**src/rtl/core/gbsgs_pkg.sv**
```systemverilog
// Shared types and constants for the GF(2^n) baby-step giant-step log core.
// Holds the controller state and datapath command/status types.
// No dependencies.
`timescale 1ns / 1ps

package gbsgs_pkg;

  // Configuration register indexes
  localparam int CFG_IDX_W = 4;
  localparam logic [CFG_IDX_W-1:0] CFG_FIELD_POLY = 4'd0;
  localparam logic [CFG_IDX_W-1:0] CFG_GENERATOR  = 4'd1;

  // Register reset values (x^8+x^6+x^5+x^4+1, generator x)
  localparam int POLY_RESET = 369;
  localparam int GEN_RESET  = 2;

  typedef enum logic [3:0] {
    ST_IDLE,
    ST_CHECK,
    ST_INV_MUL,
    ST_INV_SQR,
    ST_GNT_INIT,
    ST_GNT_MUL,
    ST_GNT_SQR,
    ST_BABY,
    ST_SCAN_INIT,
    ST_SCAN,
    ST_FINISH
  } state_e;

  typedef enum logic [3:0] {
    OP_NONE,
    OP_LOAD,
    OP_INV_START,
    OP_POW_MUL,
    OP_POW_SQR,
    OP_GNT_START,
    OP_BABY,
    OP_SCAN_START,
    OP_SCAN
  } dp_op_e;

  typedef struct packed {
    dp_op_e op;
    logic   res_load;
    logic   res_found;
  } dp_cmd_t;

  typedef struct packed {
    logic target_zero;
    logic exp_last;
    logic baby_last;
    logic scan_hit;
    logic scan_miss;
  } dp_stat_t;

endpackage

```
**src/rtl/core/gbsgs_mul.sv**
```systemverilog
// Combinational GF(2^n) multiplier, shift-and-add with polynomial reduction.
// The top coefficient of the field polynomial is implied; red_i holds the rest.
// No dependencies.
`timescale 1ns / 1ps

module gbsgs_mul #(
  parameter int FIELD_BITS = 8
) (
  input  logic [FIELD_BITS-1:0] a_i,
  input  logic [FIELD_BITS-1:0] b_i,
  input  logic [FIELD_BITS-1:0] red_i,
  output logic [FIELD_BITS-1:0] p_o
);

  // One partial product per bit of b, a advanced by x each step
  always_comb begin
    logic [FIELD_BITS-1:0] a_v;
    logic [FIELD_BITS-1:0] acc;
    logic                  carry;
    a_v = a_i;
    acc = '0;
    for (int k = 0; k < FIELD_BITS; k++) begin
      if (b_i[k]) begin
        acc = acc ^ a_v;
      end
      carry = a_v[FIELD_BITS-1];
      a_v   = {a_v[FIELD_BITS-2:0], 1'b0};
      if (carry) begin
        a_v = a_v ^ red_i;
      end
    end
    p_o = acc;
  end

endmodule

```
**src/rtl/core/gbsgs_dp.sv**
```systemverilog
// Datapath: config registers, baby-step table memory, power unit and scan pipe.
// All products go through one shared gbsgs_mul instance.
// Depends on gbsgs_pkg and gbsgs_mul.
`timescale 1ns / 1ps

module gbsgs_dp #(
  parameter int FIELD_BITS = 8,
  parameter int BABY_STEPS = 16
) (
  input  logic                             clk_i,
  input  logic                             rst_ni,
  input  logic                             cfg_we_i,
  input  logic [gbsgs_pkg::CFG_IDX_W-1:0]  cfg_index_i,
  input  logic [FIELD_BITS-1:0]            cfg_data_i,
  input  logic [FIELD_BITS-1:0]            target_i,
  input  gbsgs_pkg::dp_cmd_t               cmd_i,
  output gbsgs_pkg::dp_stat_t              stat_o,
  output logic [FIELD_BITS-1:0]            log_value_o,
  output logic                             found_o
);

  import gbsgs_pkg::*;

  localparam int ORDER = (1 << FIELD_BITS) - 1;
  localparam int JW    = $clog2(BABY_STEPS);
  localparam int BW    = $clog2(BABY_STEPS + 1);
  localparam int EW    = (FIELD_BITS > BW) ? FIELD_BITS : BW;

  localparam logic [FIELD_BITS-1:0] X_LAST = FIELD_BITS'(ORDER - 1);
  localparam logic [JW-1:0]         J_LAST = JW'(BABY_STEPS - 1);

  // Configuration registers
  logic [FIELD_BITS-1:0] red_q, gen_q;

  // Working registers
  logic [FIELD_BITS-1:0] target_q, pw_q, base_q, acc_q, run_q, rd_q;
  logic [EW-1:0]         exp_q;
  logic [JW-1:0]         j_q;
  logic [FIELD_BITS-1:0] x_q, cmp_x_q;
  logic                  cmp_vld_q, cmp_last_q, iss_end_q;
  logic [FIELD_BITS-1:0] out_log_q;
  logic                  out_found_q;

  logic [FIELD_BITS-1:0] tbl_mem [BABY_STEPS];

  logic [FIELD_BITS-1:0] mul_a, mul_b, mul_p;
  logic                  hit, miss, advance, issue;

  // Config write port
  always_ff @(posedge clk_i or negedge rst_ni) begin
    if (!rst_ni) begin
      red_q <= FIELD_BITS'(POLY_RESET);
      gen_q <= FIELD_BITS'(GEN_RESET);
    end else if (cfg_we_i) begin
      if (cfg_index_i == CFG_FIELD_POLY) begin
        red_q <= cfg_data_i;
      end else if (cfg_index_i == CFG_GENERATOR) begin
        gen_q <= cfg_data_i;
      end
    end
  end

  // Shared multiplier operand select
  always_comb begin
    case (cmd_i.op)
      OP_POW_MUL: begin
        mul_a = acc_q;
        mul_b = base_q;
      end
      OP_POW_SQR: begin
        mul_a = base_q;
        mul_b = base_q;
      end
      OP_BABY: begin
        mul_a = pw_q;
        mul_b = gen_q;
      end
      default: begin
        mul_a = run_q;
        mul_b = acc_q;
      end
    endcase
  end

  gbsgs_mul #(
    .FIELD_BITS(FIELD_BITS)
  ) u_mul (
    .a_i  (mul_a),
    .b_i  (mul_b),
    .red_i(red_q),
    .p_o  (mul_p)
  );

  // Scan compare on the registered table word
  assign hit     = (cmd_i.op == OP_SCAN) && cmp_vld_q && (rd_q == run_q);
  assign miss    = (cmd_i.op == OP_SCAN) && cmp_vld_q && (rd_q != run_q) &&
                   (cmp_x_q == X_LAST);
  assign advance = (cmd_i.op == OP_SCAN) && !hit && !miss;
  assign issue   = advance && !iss_end_q;

  // Table memory: written during baby steps, read one word a cycle in the scan
  always_ff @(posedge clk_i) begin
    if (cmd_i.op == OP_BABY) begin
      tbl_mem[j_q] <= pw_q;
    end
    if (issue) begin
      rd_q <= tbl_mem[j_q];
    end
  end

  // Payload registers
  always_ff @(posedge clk_i) begin
    case (cmd_i.op)
      OP_LOAD: target_q <= target_i;
      OP_INV_START: begin
        base_q <= gen_q;
        acc_q  <= FIELD_BITS'(1);
        exp_q  <= EW'(ORDER - 1);
        pw_q   <= FIELD_BITS'(1);
      end
      OP_GNT_START: begin
        base_q <= acc_q;
        acc_q  <= FIELD_BITS'(1);
        exp_q  <= EW'(BABY_STEPS);
      end
      OP_POW_MUL: begin
        if (exp_q[0]) begin
          acc_q <= mul_p;
        end
      end
      OP_POW_SQR: begin
        base_q <= mul_p;
        exp_q  <= exp_q >> 1;
      end
      OP_BABY: pw_q <= mul_p;
      OP_SCAN_START: run_q <= target_q;
      OP_SCAN: begin
        // next giant step once a row of the table is through
        if (cmp_vld_q && !hit && cmp_last_q) begin
          run_q <= mul_p;
        end
        if (advance) begin
          cmp_x_q    <= x_q;
          cmp_last_q <= (j_q == J_LAST);
        end
      end
      default: ;
    endcase
    if (cmd_i.res_load) begin
      out_found_q <= cmd_i.res_found;
      out_log_q   <= cmd_i.res_found ? cmp_x_q : '0;
    end
  end

  // Counters and scan pipe control
  always_ff @(posedge clk_i or negedge rst_ni) begin
    if (!rst_ni) begin
      j_q       <= '0;
      x_q       <= '0;
      cmp_vld_q <= 1'b0;
      iss_end_q <= 1'b0;
    end else begin
      case (cmd_i.op)
        OP_INV_START: j_q <= '0;
        OP_BABY:      j_q <= (j_q == J_LAST) ? '0 : j_q + 1'b1;
        OP_SCAN_START: begin
          j_q       <= '0;
          x_q       <= '0;
          cmp_vld_q <= 1'b0;
          iss_end_q <= 1'b0;
        end
        OP_SCAN: begin
          if (advance) begin
            cmp_vld_q <= !iss_end_q;
          end
          if (issue) begin
            j_q       <= (j_q == J_LAST) ? '0 : j_q + 1'b1;
            x_q       <= x_q + 1'b1;
            iss_end_q <= (x_q == X_LAST);
          end
        end
        default: ;
      endcase
    end
  end

  // Status to the controller
  always_comb begin
    stat_o.target_zero = (target_q == '0);
    stat_o.exp_last    = (exp_q[EW-1:1] == '0);
    stat_o.baby_last   = (j_q == J_LAST);
    stat_o.scan_hit    = hit;
    stat_o.scan_miss   = miss;
  end

  assign log_value_o = out_log_q;
  assign found_o     = out_found_q;

endmodule

```
**src/rtl/core/gbsgs_ctrl.sv**
```systemverilog
// Controller FSM: sequences power, baby-step, scan phases and the output word.
// Owns the output valid flag and the input ready.
// Depends on gbsgs_pkg.
`timescale 1ns / 1ps

module gbsgs_ctrl (
  input  logic                clk_i,
  input  logic                rst_ni,
  input  logic                s_tvalid_i,
  output logic                s_tready_o,
  output logic                m_tvalid_o,
  input  logic                m_tready_i,
  input  gbsgs_pkg::dp_stat_t stat_i,
  output gbsgs_pkg::dp_cmd_t  cmd_o
);

  import gbsgs_pkg::*;

  state_e state_q, state_d;
  logic   found_q, found_d;
  logic   out_vld_q, out_vld_d;
  logic   out_free;

  assign out_free = !out_vld_q || m_tready_i;

  // Next state
  always_comb begin
    state_d = state_q;
    found_d = found_q;
    case (state_q)
      ST_IDLE: begin
        if (s_tvalid_i) begin
          state_d = ST_CHECK;
        end
      end
      ST_CHECK: begin
        if (stat_i.target_zero) begin
          found_d = 1'b0;
          state_d = ST_FINISH;
        end else begin
          state_d = ST_INV_MUL;
        end
      end
      ST_INV_MUL: state_d = ST_INV_SQR;
      ST_INV_SQR: state_d = stat_i.exp_last ? ST_GNT_INIT : ST_INV_MUL;
      ST_GNT_INIT: state_d = ST_GNT_MUL;
      ST_GNT_MUL: state_d = ST_GNT_SQR;
      ST_GNT_SQR: state_d = stat_i.exp_last ? ST_BABY : ST_GNT_MUL;
      ST_BABY: begin
        if (stat_i.baby_last) begin
          state_d = ST_SCAN_INIT;
        end
      end
      ST_SCAN_INIT: state_d = ST_SCAN;
      ST_SCAN: begin
        if (stat_i.scan_hit) begin
          found_d = 1'b1;
          state_d = ST_FINISH;
        end else if (stat_i.scan_miss) begin
          found_d = 1'b0;
          state_d = ST_FINISH;
        end
      end
      ST_FINISH: begin
        if (out_free) begin
          state_d = ST_IDLE;
        end
      end
      default: state_d = ST_IDLE;
    endcase
  end

  // Outputs and datapath commands
  always_comb begin
    s_tready_o      = 1'b0;
    cmd_o.op        = OP_NONE;
    cmd_o.res_load  = 1'b0;
    cmd_o.res_found = found_q;
    case (state_q)
      ST_IDLE: begin
        s_tready_o = 1'b1;
        cmd_o.op   = s_tvalid_i ? OP_LOAD : OP_NONE;
      end
      ST_CHECK:     cmd_o.op = OP_INV_START;
      ST_INV_MUL:   cmd_o.op = OP_POW_MUL;
      ST_INV_SQR:   cmd_o.op = OP_POW_SQR;
      ST_GNT_INIT:  cmd_o.op = OP_GNT_START;
      ST_GNT_MUL:   cmd_o.op = OP_POW_MUL;
      ST_GNT_SQR:   cmd_o.op = OP_POW_SQR;
      ST_BABY:      cmd_o.op = OP_BABY;
      ST_SCAN_INIT: cmd_o.op = OP_SCAN_START;
      ST_SCAN:      cmd_o.op = OP_SCAN;
      ST_FINISH:    cmd_o.res_load = out_free;
      default:      cmd_o.op = OP_NONE;
    endcase
  end

  // Output word valid: set on load, cleared when taken
  always_comb begin
    out_vld_d = out_vld_q;
    if (cmd_o.res_load) begin
      out_vld_d = 1'b1;
    end else if (m_tready_i) begin
      out_vld_d = 1'b0;
    end
  end

  always_ff @(posedge clk_i or negedge rst_ni) begin
    if (!rst_ni) begin
      state_q   <= ST_IDLE;
      found_q   <= 1'b0;
      out_vld_q <= 1'b0;
    end else begin
      state_q   <= state_d;
      found_q   <= found_d;
      out_vld_q <= out_vld_d;
    end
  end

  assign m_tvalid_o = out_vld_q;

  // A result never overwrites a word the receiver has not taken
  a_no_overwrite: assert property (@(posedge clk_i) disable iff (!rst_ni)
    cmd_o.res_load |-> (!out_vld_q || m_tready_i))
    else $error("result loaded over a pending output word");

  // An accepted word starts the zero check next cycle
  a_accept_check: assert property (@(posedge clk_i) disable iff (!rst_ni)
    (s_tvalid_i && s_tready_o) |=> (state_q == ST_CHECK))
    else $error("accepted word did not enter the check state");

  // A table hit ends the scan with a found result pending
  a_hit_found: assert property (@(posedge clk_i) disable iff (!rst_ni)
    (state_q == ST_SCAN && stat_i.scan_hit) |=> (state_q == ST_FINISH && found_q))
    else $error("scan hit not reported as found");

endmodule

```
**src/rtl/core/gf2n_discrete_log_bsgs_core.sv**
```systemverilog
// Top level of the GF(2^n) baby-step giant-step discrete log core.
// Ties the controller to the datapath and packs the stream words.
// Depends on gbsgs_pkg, gbsgs_ctrl, gbsgs_dp and gbsgs_mul.
//
// Usage:
//   s_* channel takes one target element per word; m_* returns one word per
//   target with the logarithm in tdata and the found flag in tuser.
//   cfg_* writes the field polynomial (index 0) or the generator (index 1);
//   it is always ready and must only be used while the core is idle.
// Sequence (n = FIELD_BITS, B = BABY_STEPS):
//   a zero target goes from the check state straight to the result. Otherwise
//   the check, a multiply/square loop for generator^(2^n-2), a second loop for
//   the giant factor, B baby steps and a setup state precede the scan, which
//   reads one table word per cycle and ends on a hit or, on a miss, once the
//   exponent 2^n-2 has been compared. One item is in work at a time; the next
//   is accepted the cycle after the result loads, while that word may still
//   wait for tready.
// Reset: registers return to polynomial 0x171 and generator 2, no word
//   pending. A stalled receiver holds the output word; the core then parks
//   its next finished result until the output register frees.
`timescale 1ns / 1ps

module gf2n_discrete_log_bsgs_core #(
  parameter int FIELD_BITS = 8,
  parameter int BABY_STEPS = 16
) (
  input  logic                            clk_i,
  input  logic                            rst_ni,
  // target
  input  logic                            s_tvalid_i,
  output logic                            s_tready_o,
  input  logic [((FIELD_BITS+7)/8)*8-1:0] s_tdata_i,   // [n-1:0] target
  // result
  output logic                            m_tvalid_o,
  input  logic                            m_tready_i,
  output logic [((FIELD_BITS+7)/8)*8-1:0] m_tdata_o,   // [n-1:0] log_value
  output logic [0:0]                      m_tuser_o,   // [0] found
  // configuration
  input  logic                            cfg_valid_i,
  output logic                            cfg_ready_o,
  input  logic [gbsgs_pkg::CFG_IDX_W-1:0] cfg_index_i,
  input  logic [FIELD_BITS:0]             cfg_data_i
);

  import gbsgs_pkg::*;

  localparam int TDW = ((FIELD_BITS + 7) / 8) * 8;

  dp_cmd_t               cmd;
  dp_stat_t              stat;
  logic [FIELD_BITS-1:0] log_value;
  logic                  found;

  assign cfg_ready_o = 1'b1;

  gbsgs_ctrl u_ctrl (
    .clk_i     (clk_i),
    .rst_ni    (rst_ni),
    .s_tvalid_i(s_tvalid_i),
    .s_tready_o(s_tready_o),
    .m_tvalid_o(m_tvalid_o),
    .m_tready_i(m_tready_i),
    .stat_i    (stat),
    .cmd_o     (cmd)
  );

  // Bit n of the polynomial is implied, so only the low n bits go down
  gbsgs_dp #(
    .FIELD_BITS(FIELD_BITS),
    .BABY_STEPS(BABY_STEPS)
  ) u_dp (
    .clk_i      (clk_i),
    .rst_ni     (rst_ni),
    .cfg_we_i   (cfg_valid_i),
    .cfg_index_i(cfg_index_i),
    .cfg_data_i (cfg_data_i[FIELD_BITS-1:0]),
    .target_i   (s_tdata_i[FIELD_BITS-1:0]),
    .cmd_i      (cmd),
    .stat_o     (stat),
    .log_value_o(log_value),
    .found_o    (found)
  );

  assign m_tdata_o = TDW'(log_value);
  assign m_tuser_o = found;

endmodule
```
**config.mk**
```make
export PLATFORM = sky130hd
export DESIGN_NAME = gf2n_discrete_log_bsgs_core
export DESIGN_NICKNAME = d
export VERILOG_FILES = /design/src/rtl/core/gbsgs_pkg.sv /design/src/rtl/core/gbsgs_mul.sv /design/src/rtl/core/gbsgs_dp.sv /design/src/rtl/core/gbsgs_ctrl.sv /design/src/rtl/core/gf2n_discrete_log_bsgs_core.sv
export SDC_FILE = /design/constraint.sdc
export NUM_CORES = 1
export LEC_CHECK = 0
export BUFFER_PORTS_ARGS = -buffer_cell sky130_fd_sc_hd__buf_2
export CAP_MARGIN = 10
export CORE_AREA = 2 2 140 156
export CTS_BUF_LIST = sky130_fd_sc_hd__clkbuf_4 sky130_fd_sc_hd__clkbuf_8 sky130_fd_sc_hd__clkbuf_16
export CTS_CLUSTER_DIAMETER = 60
export DETAILED_ROUTE_END_ITERATION = 10
export DIE_AREA = 0 0 142 158
export GPL_TIMING_DRIVEN = 0
export PLACE_DENSITY = 0.84
export SLEW_MARGIN = 20
export SYNTH_ARGS = -nofsm -noshare
export SYNTH_HDL_FRONTEND = slang
export SYNTH_SLANG_ARGS = --single-unit
export TNS_END_PERCENT = 50
```
**constraint.sdc**
```tcl
create_clock -name clk_i -period 6.2 [get_ports clk_i]
set_input_delay 0.62 -clock clk_i [delete_from_list [all_inputs] [get_ports clk_i]]
set_output_delay 0.62 -clock clk_i [all_outputs]
set_load 0.01 [all_outputs]
```
Word level (Yosys, flattened, before mapping). Memories as Yosys holds them, arrays and structs flattened. A register that Yosys moved wholly into a read port is not among the register bits. Cells that the tools add are included.

Output and inout port bits: 12. Flip-flop bits (word level): 102. Memories: 1. Bits of input ports: 26. RAM bits: 128. Word-level logic and storage cells: 164.

Reduce and logical (&&, ||, !) cells: 40. Multiplexer cells: 54. Equality and inequality tests: 33. Bitwise gates (word level): 15. $add $sub $neg: 2.

Memories: u_dp.tbl_mem (words 16, width 8, rd ports 1, clocked after memory_dff 1, write ports 1, RTL line gbsgs_dp.sv:44) `logic [FIELD_BITS-1:0] tbl_mem [BABY_STEPS];`.

Operators by type and width (number): 8-bit two-way mux (18); 8-bit bitwise XOR (14); 8-bit case mux with 2 select lines (5); 8-bit case mux with 3 select lines (3); 4-bit case mux with 11 select lines (1); 4-bit by 3-bit equality test with 1-bit output, second input constant (8); 4-bit two-way mux (8); 4-bit case mux with 8 select lines (1); 4-bit equality test, second input constant (5); 4-bit by 2-bit equality test with 1-bit output, second input constant (4); 8-bit equality test, second input constant (2); 2-bit AND reduction (7); 4-bit by 1-bit equality test with 1-bit output, second input constant (3); 1-bit two-way mux (12); 4-bit case mux with 3 select lines (1); 2-bit nonzero test (5); 2-bit OR reduction (5); 1-bit logical AND (9); 8-bit by 1-bit adder with 8-bit output, second input constant (1); 8-bit equality test (1); 4-bit logical NOT (2); 8-bit logical NOT (1); 2-bit by 1-bit != test with 1-bit output, second input constant (4); 2-bit != test, second input constant (4); 13 further kinds (20).

Depth between registers and ports, before layout. Gate-level depths: netlist of run 1.

Depth after elaboration: 23. Gate-level depth with buffers: 18. Mapped depth without buffers: 14.

Cells and area by module. A second synthesis of run 1 with hierarchy kept.

Cell total of the unflattened synthesis: 1086. Area, all modules: 13031.2 um2.

By module, submodules not included: gbsgs_dp (seq. area each 6822.8 um2, cells each 600, instances 1, area each 9728.1 um2); gbsgs_mul (seq. area each 0.0 um2, cells each 415, instances 1, area each 2688.8 um2); gbsgs_ctrl (seq. area each 150.1 um2, cells each 69, instances 1, area each 603.1 um2); gf2n_discrete_log_bsgs_core (seq. area each 0.0 um2, cells each 2, instances 1, area each 11.3 um2).

Worst setup path after synthesis of run 1. Ideal clock, no wire load.

Path kind: reg-to-reg. Start: reg u_ctrl.state_q[2]. End: reg u_dp.run_q[7] (data pin). Setup time: 152 ps. Arrival: 4130 ps. Cell stages (with the launch flop): 18. Buffers on the path: 3. Setup slack: 1919 ps. Data required time: 6048 ps. Period minus slack after synthesis: 4281 ps. Path through: dfrtp_1 > buf_6 > xor2_2 > and3_4 > buf_6 > a221o_2 > a2111oi_4 > a211oi_1 > and3_1 > buf_2 > or2_4 > xor2_1 > a221oi_4 > xor2_2 > o211a_1 > a311o_1 > or3_1 > a31oi_1.

Cells in the longest elaborated chain, start to end: 23. Elaborated cells on any way between the ends: 52. Those cells by class: eq/ne (14); mux (20); bitwise (14); reduce/logical (4).

RTL lines: start: declaration (RTL line gbsgs_ctrl.sv:19) `state_e state_q, state_d;`; start signal: assignment (RTL line gbsgs_ctrl.sv:114) `state_q <= state_d;`; 4-bit by 2-bit equality test with 1-bit output / 4-bit by 3-bit equality test with 1-bit output (equally long branches) (RTL line gbsgs_ctrl.sv:79) `case (state_q)`; 2-bit OR reduction (no line); 4-bit case mux with 8 select lines * (RTL line gbsgs_ctrl.sv:79); 4-bit by 3-bit equality test with 1-bit output / 4-bit by 2-bit equality test with 1-bit output (equally long branches) (RTL line gbsgs_dp.sv:65) `case (cmd_i.op)`; 8-bit case mux with 3 select lines / 2-bit OR reduction (equally long branches); 8-bit bitwise XOR / 8-bit case mux with 2 select lines (equally long branches) (RTL line gbsgs_mul.sv:29, gbsgs_dp.sv:65); 8-bit two-way mux, on equally long branches (RTL line gbsgs_mul.sv:28, gbsgs_mul.sv:23); 8-bit bitwise XOR, on equally long branches (RTL line gbsgs_mul.sv:24, gbsgs_mul.sv:29); (+7 left out); 8-bit bitwise XOR, on equally long branches (RTL line gbsgs_mul.sv:24, gbsgs_mul.sv:29); 8-bit two-way mux, on equally long branches (RTL line gbsgs_mul.sv:23, gbsgs_mul.sv:28); 8-bit bitwise XOR, on equally long branches (RTL line gbsgs_mul.sv:24, gbsgs_mul.sv:29); 8-bit two-way mux, on equally long branches (RTL line gbsgs_mul.sv:23, gbsgs_mul.sv:28); 8-bit bitwise XOR (RTL line gbsgs_mul.sv:24) `acc = acc ^ a_v;`; 8-bit two-way mux (RTL line gbsgs_mul.sv:23) `if (b_i[k]) begin`; 8-bit two-way mux (RTL line gbsgs_dp.sv:139) `if (cmp_vld_q && !hit && cmp_last_q) begin`; 8-bit case mux with 2 select lines * (RTL line gbsgs_dp.sv:113) `case (cmd_i.op)`; end signal: assignment (RTL line gbsgs_dp.sv:136) `OP_SCAN_START: run_q <= target_q;`; end signal: assignment (RTL line gbsgs_dp.sv:140) `run_q <= mul_p;`; end: declaration (RTL line gbsgs_dp.sv:36) `logic [FIELD_BITS-1:0] target_q, pw_q, base_q, acc_q, run_q, rd_q;`.

Every way passes the cells marked *; elsewhere a longest branch is shown, timed or not. The select of a mux whose other input is x is not followed. A chain may end at the register's enable or synchronous reset.

Worst setup path in the final report of run 1.
Start: reg u_dp.pw_q[6]. End: reg u_dp.run_q[6] (data pin).

Cells in the longest elaborated chain, start to end: 18. Elaborated cells on any way between the ends: 31. Those cells by class: mux (18); bitwise (13).

RTL lines: start: declaration (RTL line gbsgs_dp.sv:36); start signal: assignment (RTL line gbsgs_dp.sv:135) `OP_BABY: pw_q <= mul_p;`; 8-bit case mux with 3 select lines * (RTL line gbsgs_dp.sv:65); 8-bit two-way mux / 8-bit bitwise XOR (equally long branches) (RTL line gbsgs_mul.sv:23, gbsgs_mul.sv:29); 8-bit bitwise XOR / 8-bit two-way mux (equally long branches) (RTL line gbsgs_mul.sv:24, gbsgs_mul.sv:28); 8-bit two-way mux, on equally long branches (RTL line gbsgs_mul.sv:23, gbsgs_mul.sv:28); 8-bit bitwise XOR, on equally long branches (RTL line gbsgs_mul.sv:24, gbsgs_mul.sv:29); 8-bit two-way mux, on equally long branches (RTL line gbsgs_mul.sv:23, gbsgs_mul.sv:28); 8-bit bitwise XOR, on equally long branches (RTL line gbsgs_mul.sv:24, gbsgs_mul.sv:29); 8-bit two-way mux, on equally long branches (RTL line gbsgs_mul.sv:23, gbsgs_mul.sv:28); (+2 left out); 8-bit bitwise XOR, on equally long branches (RTL line gbsgs_mul.sv:24, gbsgs_mul.sv:29); 8-bit two-way mux, on equally long branches (RTL line gbsgs_mul.sv:23, gbsgs_mul.sv:28); 8-bit bitwise XOR, on equally long branches (RTL line gbsgs_mul.sv:24, gbsgs_mul.sv:29); 8-bit two-way mux, on equally long branches (RTL line gbsgs_mul.sv:23, gbsgs_mul.sv:28); 8-bit bitwise XOR (RTL line gbsgs_mul.sv:24); 8-bit two-way mux * (RTL line gbsgs_mul.sv:23); 8-bit two-way mux * (RTL line gbsgs_dp.sv:139); 8-bit case mux with 2 select lines * (RTL line gbsgs_dp.sv:113).

Marks and branches as above.

==> results.txt, run 1 <==
* Final estimated routing congestion in global placement: approximately 0.94
- Final design area excluding fillers: 0.0143 mm²
- The final-report max-slew violation count is 0.
- Measured along the y axis, the die boundary spans 158 µm.
- After detailed routing, the average wire length per cell comes to between 20 and 25 µm.
* Number of synthesized flops with an enable pin: ~200
- Category of the critical setup timing path: reg -> reg
* Most frequently used cell type in the post-synthesis netlist: sky130_fd_sc_hd__edfxtp_1
* Global-route wire length before repair: 52.4 mm
- In this run the mean area of a mapped cell was between 10 and 15 µm².
- Number of buffers inserted by hold repair at cts: 0
- Buffer depth of the longest clock path: 3
- Run status: completed
- Entering global routing, the biggest net connects 37 pins.
* Master of the slowest instance on the critical path: sky130_fd_sc_hd__edfxtp_1
- Chip width: 142 µm
- For the worst flop-to-flop path, the logic depth is 14.
* Total routed wirelength: 33.9 mm
* Largest cells by area after synthesis: sky130_fd_sc_hd__edfxtp_1 (47%), sky130_fd_sc_hd__mux4_2 (7.0%), sky130_fd_sc_hd__dfrtp_1 (6.0%)
- Diodes inserted: 0
* Clock slew at the register clock pins of the worst setup and hold paths: 0.07 ns
* Most used DFF post-synth: sky130_fd_sc_hd__edfxtp_1
- Global routing used 30.8% of the available tracks.
- Final setup skew: between 0.015 and 0.02 ns
- Top post-synthesis cells by count: sky130_fd_sc_hd__edfxtp_1 (202), sky130_fd_sc_hd__nand2_1 (88), sky130_fd_sc_hd__nor2_1 (79), sky130_fd_sc_hd__xnor2_1 (66), sky130_fd_sc_hd__o21ai_0 (65)
- For the worst-skew pair, the clock arrives at the later sink with an insertion delay of 0.54 ns.
- First element of the critical path: u_dp.pw_q[6]$_SDFFCE_PP0P_
- For this run, asynchronously set or reset flops after synthesis account for between 15 and 20%.
- Proportion of netlist area held by the largest area contributor: 46.9%
* Number of detailed-routing iterations run before antenna repair: 5
- Post-DRT Antenna Nets: 0
- After clock tree synthesis, the setup repair step added 0 buffers.
- In this run the worst hold path is classified as in -> async.
- Setup violations remaining at the end of the flow were counted as 0.
- Post-route setup TNS: 0 ns
* TritonCTS clock tree: done
* Count of vias placed by the detailed router: around 9400
- HPWL Detailed: 23.6 mm
- Once the floorplan was initialized, standard cells occupied 61.8% of the core.
* Die Outline Area: roughly 0.022 mm²
* Number of max-cap violations: 0
- Cells with a size suffix above 1 make up 17.0% of the layout.
- CTS root buf: sky130_fd_sc_hd__clkbuf_16
* F_max: 0.174 GHz
- Reg2reg start: u_dp.pw_q[6]$_SDFFCE_PP0P_
* Seq/Total Area, Yosys: 53.9%
* Highest fanout seen on the critical path: 17
- Synth warn: 0
- Hold violation count in the final report: 0
* Element type at the critical path end: flip-flop
* Slew HR: 29.0%
- Setup slack, reg-to-reg: 0.45 ns
- At the end of the flow, the number of nets in the layout was 1141.
- In this run the number of H-tree levels came out at 1.
- Walking the worst path, the cells encountered are and4_1 > a21o_1 > o21ai_1 > nand3_1 > a31oi_2 > o221ai_1 > a21oi_1 > o21ai_1 > xor2_1 > xnor2_1 > and2_1 > xnor3_1 > xor2_1 > o21ai_0.
* Mapped Area: 0.0129 mm²
* Unrepaired setup endpoints after global routing: false
* Inserted Clock Buffers: 24
- Part of the cycle the worst path needs: 92.7%
- GRT Residual Overflow: 0
- Synthesis produced a netlist whose cell count is 1048.
* Post-cts sizing count: 0
- Iteration-0 DRC Markers: about 1200
- Post-synthesis cell type count: 88
- STA classifies the critical path startpoint as a flip-flop.
- The count of cells in the finished layout, fillers not included, comes to 1388.
- In this run the core area contains 56 standard-cell rows.
* Syn nets: between 1000 and 1500
* Number of port buffers: 35
- After detailed routing, the number of vias per cell comes to 6.80.
- I/O pins: 38
* Vias in the first global route: 9200
- Layout area overhead: 10.8%
- Min cycle time layout: 5.75 ns
- Core ar.: about 0.021 mm²
* Flip-flop and latch count after synthesis: roughly 240
* Residual DRC count: 0
- Data on the critical path arrives at its endpoint at 6.01 ns.
- TritonCTS Sinks: 238
- Once placement finished, the instance area stood at 0.0135 mm².
* Number of placed cells counting well taps: 1344
* Destination of the worst register-to-register timing path: u_dp.run_q[6]$_DFFE_PP_
- Cell type with the largest total area after synthesis: sky130_fd_sc_hd__edfxtp_1
- Worst-margin pin slew: 1.07 ns
* Number of antenna violations at the first check in global routing: 0
* CP Data Required Time: 6.46 ns
* Peak per-stage delay on the critical path: roughly 0.73 ns
worst max-delay path, delay by kind of cell, from the launching register on:
family          cells  cell delay (ns)
compound gates      7             2.24
xor+xnor            4             1.54
flops               1             0.73
simple gates        3             0.95
sequential cells by signal, indices dropped and copies added, names as in the netlist, 8 cells and up:
register and flops:
u_dp.log_value_o 8, u_dp.exp_q 8, u_dp.tbl_mem 128, u_dp.cmp_x_q 8
u_dp.red_q 8, u_dp.gen_q 8, u_dp.run_q 8, u_dp.rd_q 8
u_dp.x_q 8, u_dp.acc_q 8, u_dp.base_q 8, u_dp.target_q 8
u_dp.pw_q 8
layout by cell type (no fill, tap or decap), types with 27 or more instances in the layout:
cell	netlist	layout
sky130_fd_sc_hd__o21ai_0	65	64
sky130_fd_sc_hd__mux4_2	40	40
sky130_fd_sc_hd__clkbuf_1	42	42
sky130_fd_sc_hd__nand2_1	88	88
sky130_fd_sc_hd__nor2_1	79	77
sky130_fd_sc_hd__edfxtp_1	202	202
sky130_fd_sc_hd__buf_2	5	40
sky130_fd_sc_hd__xnor2_1	66	66
sky130_fd_sc_hd__a21oi_1	35	35
sky130_fd_sc_hd__dfrtp_1	31	31
sky130_fd_sc_hd__nor3_1	29	27
cell families after synthesis:
| group | share of synthesized area (%) |
|---|---|
| AOI/OAI and AO/OA | 13.3 |
| adders and majority gates | 0.580 |
| and+or+nand+nor | 12.2 |
| DFF | 53.9 |
| muxes | 8.99 |
| buffers and inverters | 2.72 |
| other | 0.0290 |
| xor gates and xnor gates | 8.36 |
through the flow:
| step | hold WS [ns] | utilization, % | worst slack (ns) |
|---|---|---|---|
| after global placement | 0.461 | 64.2 | 0.782 |
| after floorplan | 0.324 | - | 1.92 |
| after detailed placement | 0.490 | 64.4 | 0.633 |
| final | 0.212 | 68.5 | 0.451 |
| after CTS | 0.227 | 68.4 | 0.610 |
| after global routing | 0.248 | 68.5 | 0.226 |
metal layers:
layer	GRT usage, %	wire [µm]	vias up
met3	5.20	3080	132
met5	0	0	-
met1	40.1	12800	4651
li1	-	-	4092
met4	13.4	1730	0
met2	51.5	16300	564
layout make-up:
cell class	instances	area, µm²
flip-flops and latches	238	6970
inverters	19	71.3
clock inverters	19	240
plain buffers	61	280
multi-input cells	730	5670
well taps	261	327
fillers	1436	6610
clock buffers	25	608
repair buffers	35	175
worst max-delay path by stage:
stage / to / slack, ns / cells past startpoint
after floorplan: u_dp.run_q[7]$_DFFE_PP_ / 1.92 / 17
after global placement: u_dp.run_q[6]$_DFFE_PP_ / 0.78 / 14
after detailed placement: u_dp.run_q[6]$_DFFE_PP_ / 0.63 / 14
after CTS: u_dp.run_q[6]$_DFFE_PP_ / 0.61 / 14
after global routing: u_dp.base_q[6]$_DFFE_PP_ / 0.23 / 14
final: u_dp.run_q[6]$_DFFE_PP_ / 0.45 / 14
Power of run 1 is left out: the tool's default activity adds up to more than one toggle a clock period on the data nets, which glitch-free logic cannot reach.
==> run 2, diff against run 1 <==
- CORE_AREA: 2 2 140 156 -> 2 2 141 156
- DIE_AREA: 0 0 142 158 -> 0 0 143 158
- PLACE_DENSITY: 0.84 -> 0.83
- SYNTH_HIERARCHICAL: unset -> 1
==> results.txt, run 2 <==
- Highest fanout seen on the critical path: 7
- Timing would allow up to 0.157 GHz.
- Hold Path Class: in -> async
* Diodes inserted: 0
* Most used cells in the layout excluding fill and tap cells: sky130_fd_sc_hd__edfxtp_1 (202), sky130_fd_sc_hd__nand2_1 (146), sky130_fd_sc_hd__buf_4 (80)
- Post-layout instance count excluding filler cells: approximately 1500
- At the pin with the least slew margin, the transition time is 0.962 ns.
* Buffer depth of the longest clock path: 3
* Number of rows created at floorplan: between 50 and 60
* Final #Nets: 1248
* Dpl cell area: 0.0136 mm²
- The worst register-to-register path has a setup slack of -0.17 ns.
- After detailed routing, the number of vias per cell comes to 6.52.
* Number of max-cap violations: 0
- Register with the most flip-flops: u_dp/tbl_mem
- For this run, the slowest stage of the critical path takes approximately 0.52 ns.
* Min cycle time layout: 6.37 ns
- Headroom to the max-slew limit came out at 35.3%.
- Category of the critical setup timing path: reg -> reg
* Seq/Total Area, Yosys: 53.5%
- Post-DRT Antenna Nets: 0
- Vias in the first global route: between 9000 and 10000
- Hold violation count in the final report: 0
- Element type at the critical path end: flip-flop
- In the synthesized netlist, the number of instances is around 1100.
- In this run the critical register-to-register path is launched from u_ctrl/state_q[1]$_DFFE_PN0P_.
* GRT Residual Overflow: 0
- Setup repair after global routing could not meet its margin everywhere.
- During placement, the flow inserted port buffers numbering 35.
* Die height: 158 µm
- In this run, the number of DRC markers left after iteration 0 of detailed routing was 1320.
- Sorting the synthesized cells by how often they occur yields sky130_fd_sc_hd__edfxtp_1 (202), sky130_fd_sc_hd__nand2_1 (151), sky130_fd_sc_hd__xnor2_1 (77), sky130_fd_sc_hd__clkbuf_1 (49), sky130_fd_sc_hd__o21ai_0 (45).
- Number of slew-limit violations in the final report: 0
- Final design area excluding fillers: 0.0155 mm²
- Residual DRC count: 0
- Cell repeated most along the worst path: sky130_fd_sc_hd__buf_4
- After detailed routing, the average wire length per cell comes to around 22 µm.
* CP startpoint kind: flip-flop
- CP Data Required Time: 6.47 ns
- The final reports fail on setup timing.
* Synth warn: 6
* I/O pins: 38
- Total routed wirelength: around 34 mm
* Post-route setup TNS: -1.00 ns
- Number of placed cells counting well taps: between 1000 and 1500
- After clock tree synthesis, the clock-pin slew on the worst setup and hold paths is ~0.070 ns.
* Cell type with the largest total area after synthesis: sky130_fd_sc_hd__edfxtp_1
* Global-route wire length before repair: 50.9 mm
* Run status: finished, violations left
- Part of the cycle the worst path needs: 103%
* Chip width: 143 µm
* Logic depth of the worst path, buffers included: 28
- Syn nets: 1118
- Initial standard-cell utilization of the core: 61.8%
* Async S/R FF share, synth: between 10% and 20%
- The area growth from synthesis to layout is 19.1%.
* Core ar.: roughly 0.021 mm²
* Post-route worst hold slack: 0.234 ns
- Entering global routing, the biggest net connects 37 pins.
* CTS H-tree lvls: 1
- Largest cells by area after synthesis: sky130_fd_sc_hd__edfxtp_1 (47%), sky130_fd_sc_hd__mux4_2 (6.9%), sky130_fd_sc_hd__dfrtp_1 (6.0%)
* Count of vias placed by the detailed router: 9929
- Routability-driven placement finished with a final weighted congestion of 0.970.
- The number of clock buffers added by TritonCTS is 23.
- For the worst setup path, the data arrival time is ~6.6 ns.
- TritonCTS built the clock tree.
- In this run, synthesis inferred 202 flip-flops with an integrated enable.
* Most frequently used cell type in the post-synthesis netlist: sky130_fd_sc_hd__edfxtp_1
* GRT Resource Usage Total: just under 30%
* CTS root buf: sky130_fd_sc_hd__clkbuf_16
- In the final layout, the share of cells above drive strength 1 is 28.9%.
* Master of the slowest instance on the critical path: sky130_fd_sc_hd__or4_4
* Number of detailed-routing iterations run before antenna repair: 6
- Proportion of netlist area held by the largest area contributor: 46.5%
- Clock insertion delay at the later pin of the skew report: 0.52 ns
- Destination of the worst register-to-register timing path: u_dp/base_q[5]$_DFFE_PP_
- Number of antenna violations at the first check in global routing: 1
- Final WS setup: -0.172 ns
- The die covers 0.0226 mm².
* Commonest non-fill, non-tap cell in the layout: sky130_fd_sc_hd__edfxtp_1
- The layout has between 1000 and 1500 filler cells.
* TritonCTS Sinks: roughly 240
* Number of cells traversed by the worst register-to-register path: 28
* Post-synthesis cell type count: 93
- In this run, synthesis produced a sequential element count of 238.
- The register with the most flip-flops in the layout has about 130 of them.
- Per-instance average area after synthesis: 12.0 µm²
- Most used DFF post-synth: sky130_fd_sc_hd__edfxtp_1
- HPWL Detailed: 21.8 mm
* Final-report setup violation count: 11
* Number of buffers inserted by hold repair at cts: 0
- The number of buffers and inverters on the critical path is 7.
- Broken down by cell family, the worst path's largest delay share belongs to simple AND/OR/NAND/NOR gates.
* Final setup skew: 0.0129 ns
- Mapped Area: between 0.01 and 0.015 mm²
## run 2: cells by family (layout without fill, tap and decap cells)
kind of cell | after synthesis | after routing | share of synthesized area [%]
AOI/OAI and AO/OA | 210 | 210 | 11.8
xor gates and xnor gates | 102 | 102 | 6.96
adders and majority gates | 6 | 6 | 0.576
buffers and inverters | 110 | 257 | 3.97
DFF | 238 | 238 | 53.5
muxes | 66 | 66 | 9.10
other | 1 | 1 | 0.0288
and+or+nand+nor | 353 | 353 | 14.0
## run 2: layout make-up
type	count	area (µm²)	share of cell area, %
Clock buffer	35	714	4.60
Inverter	26	97.6	0.629
Timing Repair Buffer	110	777	5.01
Tap cell	290	363	2.34
Sequential cell	238	6970	45.0
Clock inverter	7	45.0	0.290
Buffer	79	479	3.09
Multi-Input combinational cell	738	6060	39.1
## run 2: routing by layer
metal | global-route usage, % | share of wire, % | wire, µm
met5 | 0 | 0.038 | 13
met4 | 8.06 | 2.9 | 995
met1 | 40.2 | 38 | 13100
met3 | 4.96 | 9.1 | 3100
met2 | 48.6 | 49 | 16900
## run 2: what timing repair did
| action | CTS | global route |
|---|---|---|
| cloned | 1 | 1 |
| resized for setup | 73 | 58 |
| buffers inserted | 44 | 28 |
| endpoints found under the setup margin | 32 | 32 |
| pin swaps | 31 | 27 |
## run 2: worst register-to-register path: cells and delay by family (launching register included)
| family | cells | cell delay, ns |
|---|---|---|
| AND/OR/NAND/NOR | 10 | 2.64 |
| AO/OA/AOI/OAI | 10 | 2.02 |
| buffers and inverters | 7 | 1.02 |
| flip-flops | 1 | 0.39 |
| XOR/XNOR | 1 | 0.09 |
## run 2: worst max-delay path by stage
stage,start,to
6_report,u_ctrl/state_q[1]$_DFFE_PN0P_,u_dp/base_q[5]$_DFFE_PP_
5_1_grt,u_ctrl/state_q[3]$_DFFE_PN0P_,u_dp/base_q[5]$_DFFE_PP_
3_3_place_gp,u_ctrl/state_q[1]$_DFFE_PN0P_,u_dp/base_q[2]$_DFFE_PP_
3_5_place_dp,u_ctrl/state_q[1]$_DFFE_PN0P_,u_dp/base_q[2]$_DFFE_PP_
4_1_cts,u_ctrl/state_q[3]$_DFFE_PN0P_,u_dp/base_q[0]$_DFFE_PP_
2_1_floorplan,u_ctrl/state_q[1]$_DFFE_PN0P_,u_dp/base_q[5]$_DFFE_PP_
## run 2: per-stage QoR
stage | setup slack (ns) | utilization (%)
2_1_floorplan | 0.0352 | -
3_3_place_gp | -1.20 | 64.4
3_5_place_dp | -1.37 | 64.6
4_1_cts | -0.0104 | 71.4
5_1_grt | -0.369 | 73.6
6_report | -0.172 | 73.6
Power of run 2 is left out for the same reason.
==> run 3, diff against run 2 <==
- ABC_AREA: unset -> 1
- CORE_AREA: 2 2 141 156 -> 2 2 137 153
- DIE_AREA: 0 0 143 158 -> 0 0 139 155
- PLACE_DENSITY: 0.83 -> 0.84
- SYNTH_HIERARCHICAL: 1 -> unset
==> results.txt, run 3 <==
* Highest fanout seen on the critical path: 10
- Entering global routing, the biggest net connects 37 pins.
- STA classifies the critical path endpoint as a flip-flop.
* Register with the most flip-flops: u_dp.tbl_mem
- After layout, the worst setup slack is about 1.9 ns.
- Syn nets: 1416
* DR WL met2: 15.7 mm
- During placement, the flow inserted port buffers numbering 35.
- Number of max-cap violations: 0
* Most used cells in the layout excluding fill and tap cells: sky130_fd_sc_hd__nand2_1 (356), sky130_fd_sc_hd__edfxtp_1 (202), sky130_fd_sc_hd__nor2_1 (169)
- CP startpoint kind: flip-flop
- Post-synthesis cell type count: 48
- Detailed-route wire length on metal 1: 12.6 mm
- Buffer depth of the longest clock path: 3
* Per-instance average area after synthesis: about 9.0 µm²
* Number of rows created at floorplan: 55
* Via density per instance: 5.84
- For this run, the detailed router's first-pass iteration total came to 5.
- Slew HR: approximately 28%
- I/O pins: 38
- After clock tree synthesis, the clock-pin slew on the worst setup and hold paths is roughly 0.060 ns.
- In the final timing run, aggregate negative setup slack is 0 ns.
- Top sig layer: met4
* CTS root buf: sky130_fd_sc_hd__clkbuf_16
* Flip-flop and latch count after synthesis: 238
- The flow ran to the end, and the final reports show no timing, DRC or antenna violations.
- Once placement completed, the tool counted placed cells totaling 1675.
- Hold violation count in the final report: 0
- For the worst setup path, the data arrival time is between 4 and 5 ns.
* Largest register FFs: around 130
- Number of synthesized flops with an enable pin: 202
* Destination of the worst register-to-register timing path: u_dp.run_q[0]$_DFFE_PP_
* Clock insertion delay at the later pin of the skew report: 0.52 ns
* Inserted Clock Buffers: 23
- End point of the critical path: u_dp.run_q[0]$_DFFE_PP_
* Vias in the first global route: between 9000 and 10000
* GRT Resource Usage Total: 29.4%
- Core ar.: 0.0201 mm²
- Global-route wire length before repair: around 50 mm
* Reg2reg start: u_ctrl.state_q[1]$_DFFE_PN0P_
- Top post-synthesis cells by count: sky130_fd_sc_hd__nand2_1 (356), sky130_fd_sc_hd__edfxtp_1 (202), sky130_fd_sc_hd__nor2_1 (169), sky130_fd_sc_hd__inv_1 (132), sky130_fd_sc_hd__o21ai_0 (115)
- In this run the number of H-tree levels came out at 1.
- The most critical setup path has its startpoint at u_ctrl.state_q[1]$_DFFE_PN0P_.
- The synthesized netlist occupies a cell area of 0.0124 mm².
- The HPWL after detailed placement is 22.5 mm.
* Async S/R FF share, synth: roughly 15%
- Sequential elements use about 56% of the synthesized area.
- Post-DRT Antenna Nets: 0
- Final design area excluding fillers: 0.0137 mm²
* Residual DRC count: 0
- For flop-to-flop paths, the worst setup slack is between 1.5 and 2 ns.
- STA puts the critical path data required time at roughly 6.5 ns.
- Placement-stage worst setup slack: 2.07 ns
- Number of cells traversed by the worst register-to-register path: 18
- Synth warn: 0
* Diodes inserted: 0
* Number of buffers inserted by hold repair at cts: 0
- Once the clock tree was built, the resizer swapped 0 gates to a different size.
* Worst-margin pin slew: between 1 and 1.5 ns
- Final estimated routing congestion in global placement: approximately 0.94
- Wire segments on met3 add up to 2.40 mm in the final route.
- Cell type with the largest total area after synthesis: sky130_fd_sc_hd__edfxtp_1
- TritonCTS built the clock tree.
- Final-report setup violation count: 0
* Number of antenna violations at the first check in global routing: 0
- Fraction of final layout cells with drive strength greater than 1: 9.92%
* Count of vias placed by the detailed router: 10000
- For this run, the leading register cell type out of synthesis is sky130_fd_sc_hd__edfxtp_1.
- Subtracting the final worst setup slack from the clock period gives 4.30 ns.
- In the final routed layout, each cell accounts on average for 18.6 µm.
* Final setup skew: 0.0184 ns
* Unrepaired setup endpoints after global routing: false
- For this configuration, the core starts out at a cell density of 61.9%.
- By area the synthesized netlist is led by sky130_fd_sc_hd__edfxtp_1 (49%), sky130_fd_sc_hd__nand2_1 (11%), sky130_fd_sc_hd__dfrtp_1 (6.2%).
* Dpl cell area: 0.0129 mm²
- The floorplan step set the die height to 155 µm.
* Post-synthesis cell count: about 1400
- After the first detailed-routing iteration, the DRC count stood at 1181.
* Hold Path Class: in -> async
- Final #Nets: 1476
- Total routed wirelength: approximately 32 mm
- The final-report max-slew violation count came to 0.
- Most frequently used cell type in the post-synthesis netlist: sky130_fd_sc_hd__nand2_1
- Proportion of netlist area held by the largest area contributor: 48.8%
- Of the available clock period, the critical path in the final layout requires 69.3%.
- Excluding fillers, the count of instances in the completed layout stands at 1717.
- Category of the critical setup timing path: reg -> reg
- The die covers 0.0215 mm².
- From left edge to right edge, the die measures 139 µm.
- Post-CTS setup repair buffer count: 0
- The area growth from synthesis to layout is 10.5%.
- For this run, the top clock speed supported by timing is 0.233 GHz.
- Commonest non-fill, non-tap cell in the layout: sky130_fd_sc_hd__nand2_1
* TritonCTS Sinks: approximately 240
- The total overflow left after global routing is 0.
==> run 3: cell count changes after synthesis, sizes merged, moves of 48 or more <==
cell	previous run	this run
nor2	45	177
o21ai	49	121
inv	25	143
xnor2	77	29
nand2	151	374
nand3	18	113
==> run 3: critical path, stage by stage, from the launching register on <==
cell and delay (ns):
sky130_fd_sc_hd__dfrtp_1 0.45, sky130_fd_sc_hd__inv_1 0.08, sky130_fd_sc_hd__nor2_1 0.13, sky130_fd_sc_hd__nand2_1 0.10, sky130_fd_sc_hd__nand2_1 0.21, sky130_fd_sc_hd__buf_4 0.23, sky130_fd_sc_hd__inv_1 0.15, sky130_fd_sc_hd__nand2_1 0.25
sky130_fd_sc_hd__a22oi_1 0.11, sky130_fd_sc_hd__o21ai_0 0.39, sky130_fd_sc_hd__inv_1 0.23, sky130_fd_sc_hd__nor2_1 0.20, sky130_fd_sc_hd__xor2_1 0.23, sky130_fd_sc_hd__xor2_1 0.20, sky130_fd_sc_hd__xnor2_1 0.16, sky130_fd_sc_hd__xnor2_1 0.16
sky130_fd_sc_hd__xnor2_1 0.16, sky130_fd_sc_hd__xor2_1 0.45, sky130_fd_sc_hd__o21ai_1 0.12
==> run 3: how the worst min path moves through the flow <==
stage | slack (ns) | to | cells after the start | startpoint
global placement | 0.43 | u_dp.found_o$_DFFE_PP_ | 0 | u_ctrl.found_q$_DFFE_PN0P_
finish | 0.20 | u_dp.x_q[7]$_DFFE_PN0P_ | 1 | rst_ni
detailed placement | 0.44 | u_dp.found_o$_DFFE_PP_ | 0 | u_ctrl.found_q$_DFFE_PN0P_
global route | 0.26 | u_dp.x_q[3]$_DFFE_PN0P_ | 1 | rst_ni
floorplan | 0.32 | u_ctrl.found_q$_DFFE_PN0P_ | 0 | rst_ni
CTS | 0.23 | u_ctrl.state_q[2]$_DFFE_PN0P_ | 1 | rst_ni
==> run 3: area by class of cell <==
class                   instances  area, µm²
clock inverters                15        163
plain buffers                  48        240
flip-flops and latches        238       6970
multi-input cells             953       4700
fillers                      1547       6350
repair buffers                 35        175
clock buffers                  27        629
well taps                     256        320
inverters                     145        544
==> run 3: stage by stage <==
stage | hold WS (ns) | util [%]
after floorplan | 0.324 | -
after global placement | 0.430 | 64.4
after detailed placement | 0.443 | 64.4
after CTS | 0.232 | 68.4
after global routing | 0.261 | 68.4
final | 0.202 | 68.4
==> run 3: logic make-up after synthesis <==
family | after synthesis | synth area share, %
AOI/OAI and AO/OA | 185 | 8.24
and+or+nand+nor | 701 | 24.5
buffers and inverters | 193 | 6.31
adders and majority gates | 6 | 0.604
other | 1 | 0.0301
DFF | 238 | 56.1
xor gates and xnor gates | 60 | 4.29
==> run 3: routing by layer <==
layer / GRT usage, % / vias to the layer above
li1: - / 4743
met2: 49.8 / 478
met5: 0 / -
met3: 3.82 / 105
met1: 39.0 / 4701
met4: 11.7 / 0
Power of run 3 is left out for the same reason.
